--- src/rtl/core/trsw_pkg.sv ---
// ----------------------------------------------------------------------------
// trsw_pkg
// Shared types and constants of the tri-state switch encoder.
// ----------------------------------------------------------------------------
`timescale 1ns / 1ps

package trsw_pkg;

  // Configuration register indexes.
  typedef enum logic {
    CFG_PULSE_LENGTH = 1'b0,
    CFG_REPEAT_COUNT = 1'b1
  } cfg_index_t;

  // Input item operations.
  typedef enum logic {
    OP_TICK  = 1'b0,
    OP_START = 1'b1
  } opcode_t;

  localparam logic [15:0] PULSE_LENGTH_RESET = 16'd350;
  localparam logic [7:0]  REPEAT_COUNT_RESET = 8'd10;
  localparam logic [3:0]  SYNC_INDEX         = 4'd12;
  localparam logic [4:0]  SYNC_LOW_UNITS     = 5'd31;
  localparam int          NUM_SYMBOLS        = 12;

  // A set bit in symbols marks symbol F, a clear bit symbol 0.
  typedef struct packed {
    logic [NUM_SYMBOLS-1:0] symbols;
    logic                   valid;
  } codeword_t;

  typedef struct packed {
    logic pin_level;
    logic busy_res;
    logic start_accepted;
    logic last;
  } result_t;

endpackage

--- src/rtl/core/trsw_codeword.sv ---
// ----------------------------------------------------------------------------
// trsw_codeword
// Builds the 12-symbol tri-state codeword from system code, unit and on/off.
// ----------------------------------------------------------------------------
`timescale 1ns / 1ps

module trsw_codeword (
  input  logic [4:0]        system_code,
  input  logic [2:0]        unit_code,
  input  logic              switch_on,
  output trsw_pkg::codeword_t codeword
);

  logic       unit_ok;
  logic [2:0] unit_pos;

  assign unit_ok  = (unit_code >= 3'd1) && (unit_code <= 3'd5);
  assign unit_pos = unit_code - 3'd1;

  always_comb begin
    codeword = '0;
    if (unit_ok) begin
      // A system bit of one is sent as symbol 0, hence the inversion.
      codeword.symbols[4:0]  = ~system_code;
      codeword.symbols[9:5]  = 5'h1F & ~(5'b00001 << unit_pos);
      codeword.symbols[10]   = ~switch_on;
      codeword.symbols[11]   = switch_on;
      codeword.valid         = 1'b1;
    end
  end

endmodule

--- src/rtl/core/trsw_engine.sv ---
// ----------------------------------------------------------------------------
// trsw_engine
// Transmission state and pulse timing; one accepted item per cycle.
// ----------------------------------------------------------------------------
`timescale 1ns / 1ps

module trsw_engine (
  input  logic                clk,
  input  logic                rst,
  input  logic                step,
  input  logic                is_start,
  input  trsw_pkg::codeword_t codeword,
  input  logic [15:0]         pulse_length_ticks,
  input  logic [7:0]          repeat_count,
  output trsw_pkg::result_t   result
);

  logic [11:0] symbol_store, symbol_store_next;
  logic        codeword_valid, codeword_valid_next;
  logic [3:0]  symbol_index, symbol_index_next;
  logic [1:0]  segment_index, segment_index_next;
  logic [4:0]  unit_counter, unit_counter_next;
  logic [15:0] tick_counter, tick_counter_next;
  logic [7:0]  frames_left, frames_left_next;
  logic        active, active_next;

  logic        is_sync;
  logic        is_f;
  logic [15:0] symbols_ext;
  logic [4:0]  seg_units;
  logic [15:0] plen;
  logic        tick_done;
  logic        unit_done;
  logic [7:0]  frames_dec;
  logic        take_start;
  logic        take_tick;
  logic        fin;

  assign is_sync     = symbol_index >= trsw_pkg::SYNC_INDEX;
  assign symbols_ext = {4'b0000, symbol_store};
  assign is_f        = symbols_ext[symbol_index];

  always_comb begin
    if (is_sync) begin
      seg_units = (segment_index == 2'd0) ? 5'd1 : trsw_pkg::SYNC_LOW_UNITS;
    end else begin
      case (segment_index)
        2'd0:    seg_units = 5'd1;
        2'd1:    seg_units = 5'd3;
        2'd2:    seg_units = is_f ? 5'd3 : 5'd1;
        2'd3:    seg_units = is_f ? 5'd1 : 5'd3;
        default: seg_units = 5'd1;
      endcase
    end
  end

  assign plen       = (pulse_length_ticks == 16'd0) ? 16'd1 : pulse_length_ticks;
  assign tick_done  = ({1'b0, tick_counter} + 17'd1) >= {1'b0, plen};
  assign unit_done  = ({1'b0, unit_counter} + 6'd1) >= {1'b0, seg_units};
  assign frames_dec = frames_left - 8'd1;
  assign take_start = step && is_start && !active;
  assign take_tick  = step && !is_start && active;

  always_comb begin
    symbol_store_next   = symbol_store;
    codeword_valid_next = codeword_valid;
    symbol_index_next   = symbol_index;
    segment_index_next  = segment_index;
    unit_counter_next   = unit_counter;
    tick_counter_next   = tick_counter;
    frames_left_next    = frames_left;
    active_next         = active;
    fin                 = 1'b0;
    if (take_start) begin
      symbol_store_next   = codeword.symbols;
      codeword_valid_next = codeword.valid;
      symbol_index_next   = codeword.valid ? 4'd0 : trsw_pkg::SYNC_INDEX;
      segment_index_next  = 2'd0;
      unit_counter_next   = 5'd0;
      tick_counter_next   = 16'd0;
      frames_left_next    = (repeat_count == 8'd0) ? 8'd1 : repeat_count;
      active_next         = 1'b1;
    end else if (take_tick) begin
      if (!tick_done) begin
        tick_counter_next = tick_counter + 16'd1;
      end else begin
        tick_counter_next = 16'd0;
        if (!unit_done) begin
          unit_counter_next = unit_counter + 5'd1;
        end else begin
          unit_counter_next = 5'd0;
          if (is_sync) begin
            if (segment_index == 2'd0) begin
              segment_index_next = 2'd1;
            end else begin
              segment_index_next = 2'd0;
              frames_left_next   = frames_dec;
              if (frames_dec == 8'd0) begin
                active_next       = 1'b0;
                symbol_index_next = 4'd0;
                fin               = 1'b1;
              end else begin
                symbol_index_next = codeword_valid ? 4'd0 : trsw_pkg::SYNC_INDEX;
              end
            end
          end else if (segment_index == 2'd3) begin
            segment_index_next = 2'd0;
            symbol_index_next  = symbol_index + 4'd1;
          end else begin
            segment_index_next = segment_index + 2'd1;
          end
        end
      end
    end
  end

  // Start items report the level after the start; ticks report the level
  // before time advances.
  always_comb begin
    result                = '0;
    result.last           = fin;
    result.start_accepted = take_start;
    if (is_start) begin
      result.busy_res  = active_next;
      result.pin_level = take_start || (active && !segment_index[0]);
    end else begin
      result.busy_res  = active;
      result.pin_level = active && !segment_index[0];
    end
  end

  always_ff @(posedge clk) begin
    if (rst) begin
      symbol_store   <= '0;
      codeword_valid <= 1'b0;
      symbol_index   <= '0;
      segment_index  <= '0;
      unit_counter   <= '0;
      tick_counter   <= '0;
      frames_left    <= '0;
      active         <= 1'b0;
    end else begin
      symbol_store   <= symbol_store_next;
      codeword_valid <= codeword_valid_next;
      symbol_index   <= symbol_index_next;
      segment_index  <= segment_index_next;
      unit_counter   <= unit_counter_next;
      tick_counter   <= tick_counter_next;
      frames_left    <= frames_left_next;
      active         <= active_next;
    end
  end

endmodule

--- src/rtl/core/tristate_rf_switch_encoder_top.sv ---
// ----------------------------------------------------------------------------
// tristate_rf_switch_encoder_top
// Each result is registered in the output register when its item is taken.
// Throughput: one item per cycle unless the consumer stalls; the state update and
// result logic of the timing engine finish within the accepting cycle.
// Reset: synchronous active-high rst idles the transmitter and loads the
// configuration defaults (350 ticks per pulse unit, 10 frames).
// ----------------------------------------------------------------------------
`timescale 1ns / 1ps

module tristate_rf_switch_encoder_top (
  input  logic        clk,
  input  logic        rst,
  // Configuration write port.
  input  logic        cfg_write,
  input  logic        cfg_index,
  input  logic [15:0] cfg_data,
  // Input items.
  input  logic        in_valid,
  output logic        in_ready,
  input  logic        opcode,
  input  logic [4:0]  system_code,
  input  logic [2:0]  unit_code,
  input  logic        switch_on,
  // Result items.
  output logic        out_valid,
  input  logic        out_ready,
  output logic        pin_level,
  output logic        busy_res,
  output logic        start_accepted,
  output logic        last
);

  logic [15:0]          pulse_length_ticks;
  logic [7:0]           repeat_count;
  logic                 in_transfer;
  trsw_pkg::codeword_t  codeword;
  trsw_pkg::result_t    result;

  // A new item is taken whenever the output register is empty or is being
  // drained in the same cycle, so a waiting result blocks the input only
  // while the consumer stalls.
  assign in_ready    = !out_valid || out_ready;
  assign in_transfer = in_valid && in_ready;

  // Configuration registers. A new pulse length takes effect on the next
  // tick, even in the middle of a transmission; the repeat count is only
  // read when a start is taken.
  always_ff @(posedge clk) begin
    if (rst) begin
      pulse_length_ticks <= trsw_pkg::PULSE_LENGTH_RESET;
      repeat_count       <= trsw_pkg::REPEAT_COUNT_RESET;
    end else if (cfg_write) begin
      case (trsw_pkg::cfg_index_t'(cfg_index))
        trsw_pkg::CFG_PULSE_LENGTH: pulse_length_ticks <= cfg_data;
        trsw_pkg::CFG_REPEAT_COUNT: repeat_count       <= cfg_data[7:0];
        default: ;
      endcase
    end
  end

  // The codeword is built from the start fields directly; the engine only
  // latches it when a start is actually taken.
  trsw_codeword u_codeword (
    .system_code (system_code),
    .unit_code   (unit_code),
    .switch_on   (switch_on),
    .codeword    (codeword)
  );

  trsw_engine u_engine (
    .clk                (clk),
    .rst                (rst),
    .step               (in_transfer),
    .is_start           (opcode == trsw_pkg::OP_START),
    .codeword           (codeword),
    .pulse_length_ticks (pulse_length_ticks),
    .repeat_count       (repeat_count),
    .result             (result)
  );

  // Output register: the valid flag is control state, the payload simply
  // loads on each input transfer.
  always_ff @(posedge clk) begin
    if (rst) begin
      out_valid <= 1'b0;
    end else if (in_transfer) begin
      out_valid <= 1'b1;
    end else if (out_ready) begin
      out_valid <= 1'b0;
    end
  end

  always_ff @(posedge clk) begin
    if (in_transfer) begin
      pin_level      <= result.pin_level;
      busy_res       <= result.busy_res;
      start_accepted <= result.start_accepted;
      last           <= result.last;
    end
  end

endmodule

--- config.mk ---
export PLATFORM = sky130hd
export DESIGN_NAME = tristate_rf_switch_encoder_top
export DESIGN_NICKNAME = d
export VERILOG_FILES = /design/src/rtl/core/trsw_pkg.sv /design/src/rtl/core/trsw_codeword.sv /design/src/rtl/core/trsw_engine.sv /design/src/rtl/core/tristate_rf_switch_encoder_top.sv
export SDC_FILE = /design/constraint.sdc
export NUM_CORES = 1
export LEC_CHECK = 0
export BUFFER_PORTS_ARGS = -buffer_cell sky130_fd_sc_hd__buf_2
export CORE_MARGIN = 5
export CORE_UTILIZATION = 33
export DETAILED_ROUTE_END_ITERATION = 6
export PLACE_DENSITY = 0.52
export SETUP_SLACK_MARGIN = 0.4
export SKIP_LAST_GASP = 1
export SYNTH_ARGS = -nofsm -noshare
export SYNTH_HDL_FRONTEND = slang
export SYNTH_SLANG_ARGS = --single-unit
--- constraint.sdc ---
create_clock -name clk -period 9.7 [get_ports clk]
set_clock_uncertainty 0.15 [all_clocks]
set_input_delay 0.485 -clock clk [delete_from_list [all_inputs] [get_ports clk]]
set_output_delay 0.485 -clock clk [all_outputs]
set_load 0.01 [all_outputs]
==> reports/qor.txt <==
Status: finished clean
Post-synthesis mux area share: 4.01%
Total GRT Usage: 13.9%
Site Rows: 42
CP max stage delay: 520 ps
Simple-gate share of the synthesized area: 24.8%
Hold violation count in the final report: 0
Initial cell density of the core: 33.7%
# setup viols final: 0
CTS root buffer: clkbuf_16
CTS Buffer Depth: 2
Post-CTS Hold Fix Bufs: 0
Crit end category: flip-flop
Clock Latency Late Sink: 340 ps
Post-synth top flop: dfxtp_1
Antenna diodes: 0
P per Cell Area: 150 mW/mm^2
IO Count: 38
Clock Sinks: 78
Data required time of the worst path: 9810 ps
Yosys cell types: 60
CTS tree: yes
Fraction of layout cells with a size suffix above 1: 10.9%
Multi-input logic area: 0.00263 sq mm
Mapped Nets: 613
Most common cell on crit path: nand3_1
Largest net degree at the start of global routing: 45
Met2 usage: 23.6%
Setup bufs post-CTS: 0
CP max-delay cell: o31ai_1
Async set-reset flop share out of synthesis: 0%
WL per Instance: 14.1 um
Busiest grt layer: met2
Reg clk slew, reported paths: 60 ps
Synth Register Bits: 78
Adder-cell share of the synthesized area: 8.14%
Period Utilization, post-route: 45.5%
Max cap viols: 0
CTS resizes: 0
Grt met1 use: 17.2%
Commonest non-fill, non-tap cell in the layout: nand2_1
Critical path type: flip-flop to flip-flop
Achievable Freq: 227 MHz
Starting DRT DRC Count: 181
Synth Area in Compound Gates: 18.3%
CP Cell Sequence: nand3_1, or3_1, nor2_1, nand3_1, nor2_1, xor2_1, ha_1, nand3_1, a311o_1, and2_1, nand2b_1, o31ai_1, mux2i_1
Tightest Pin Transition: 1150 ps
Die width: 126 um
Final core utilization: 38.3%
Synth Instances: 552
Cell leakage power: 2.02 nW
Pins Over Slew Limit: 0
Commonest non-fill, non-tap cells in the layout: 89 x nand2_1, 74 x dfxtp_1, 48 x a21oi_1
GRT Residual Overflow: 0
Routed wire length: 10700 um
Num CTS Buffers: 9
First-pass GRT wire length: 18200 um
Number of synthesized flops with an enable pin: 4
Mapped cell area: 0.00446 sq mm
Register area: 0.00160 sq mm
RSZ-0062 raised after global routing: false
Post-route ant nets: 0
Startpoint class of the critical path: flip-flop
Post-Synth XOR/XNOR Area: 3.73%
Die Y-Extent: 126 um
Routed via count: 3820
Number of global-route vias before repair: 3806
Initial antenna violation count: 0
Fill cells: 1399
Worst Hold Class: input pin to flip-flop
DR vias/cell: 5.07
Die footprint: 0.0159 sq mm
DP HPWL: 7680 um
Syn-to-layout area delta: 13.8%
Min Tclk post-route: 4410 ps
DR DRC count: 0
DRT Pass-1 Iters: 4
Port bufs: 37
Max IR drop VDD: 75.4 uV
Relative slew slack: 23.5%
Cell family with most CP delay: simple AND/OR/NAND/NOR gates
Routability cong.: 0.820
H-Tree Depth: 3
Worst Path Buf+Inv: 0
Ys Warns: 0
Largest family of logic cells by synthesized area: simple AND/OR/NAND/NOR gates
Core box area: 0.0132 sq mm
CP arrival: 4530 ps
Met3 track demand over resource: 3.98%
Nets: 635
Post-route setup TNS: 0 ps
Register area share after synthesis: 35.9%
Worst-path fanout max: 15
Mean Syn Cell Area: 8.07 sq um
final cells by class:
class | instances | area share, %
timing repair buffer | 39 | 3.95
tap | 176 | 4.34
multi-input combinational | 418 | 51.9
clock inverter | 2 | 0.197
clock buffer | 13 | 5.97
sequential | 78 | 31.6
inverter | 28 | 2.07
path summary, 6_finish.rpt:
| path | from | end | slack (ps) | depth (start not counted) |
|---|---|---|---|---|
| min reg2reg | u_engine.codeword_valid | u_engine.codeword_valid | 300 | 2 |
| min | system_code[4] | u_engine.symbol_store[4] | 190 | 2 |
| max reg2reg | u_engine.tick_counter[2] | u_engine.symbol_index[2] | 5290 | 13 |
| max | u_engine.tick_counter[2] | u_engine.symbol_index[2] | 5290 | 13 |
cell usage after synthesis (8+ instances only):
| library cell | count | area [sq um] |
|---|---|---|
| a21o_1 | 9 | 67.6 |
| nand2b_1 | 11 | 68.8 |
| nand3_1 | 22 | 110 |
| xor2_1 | 9 | 78.8 |
| nand2_1 | 89 | 334 |
| clkbuf_1 | 23 | 86.3 |
| mux2i_1 | 13 | 130 |
| or3_1 | 8 | 50.1 |
| nor2_1 | 42 | 158 |
| nor3_1 | 12 | 60.1 |
| dfxtp_1 | 74 | 1480 |
| nand3b_1 | 8 | 60.1 |
| inv_1 | 27 | 101 |
| ha_1 | 29 | 363 |
| o21ai_0 | 17 | 85.1 |
| a21oi_1 | 48 | 240 |
| xnor2_1 | 10 | 87.6 |
report_power, final:
part           internal (mW)  switching [mW]
Clock                  0.216           0.132
Sequential             0.336         0.00954
Combinational         0.0257          0.0397
logic make-up after synthesis:
group | Yosys count
xor gates and xnor gates | 19
muxes | 16
buffers and inverters | 56
adders and majority gates | 29
DFF | 78
and+or+nand+nor | 229
AOI/OAI and AO/OA | 125
stage by stage:
stage	instances	setup slack (ps)	hold slack (ps)	instance area (sq um)	total power [mW]
global route	754	4930	181	5070	0.798
finish	754	5290	189	5070	0.760
detailed placement	739	5310	288	4760	0.418
floorplan	552	6010	273	4460	0.396
CTS	754	5280	174	5070	0.771
global placement	739	5410	289	4760	0.418
state kept, by name (all words and copies together), names as in the netlist:
name / cells
pin_level: 1
u_engine.codeword_valid: 1
start_accepted: 1
u_engine.symbol_store: 12
u_engine.frames_left: 8
u_engine.tick_counter: 16
u_engine.unit_counter: 5
u_engine.active: 1
last: 1
repeat_count: 8
u_engine.symbol_index: 4
busy_res: 1
out_valid: 1
u_engine.segment_index: 2
pulse_length_ticks: 16
layer usage:
layer	part of all wire (%)	vias up
met5	0	-
met2	50	46
met3	3.2	12
li1	-	1987
met4	1.1	0
met1	46	1775
(Power assumes the default switching activity.)
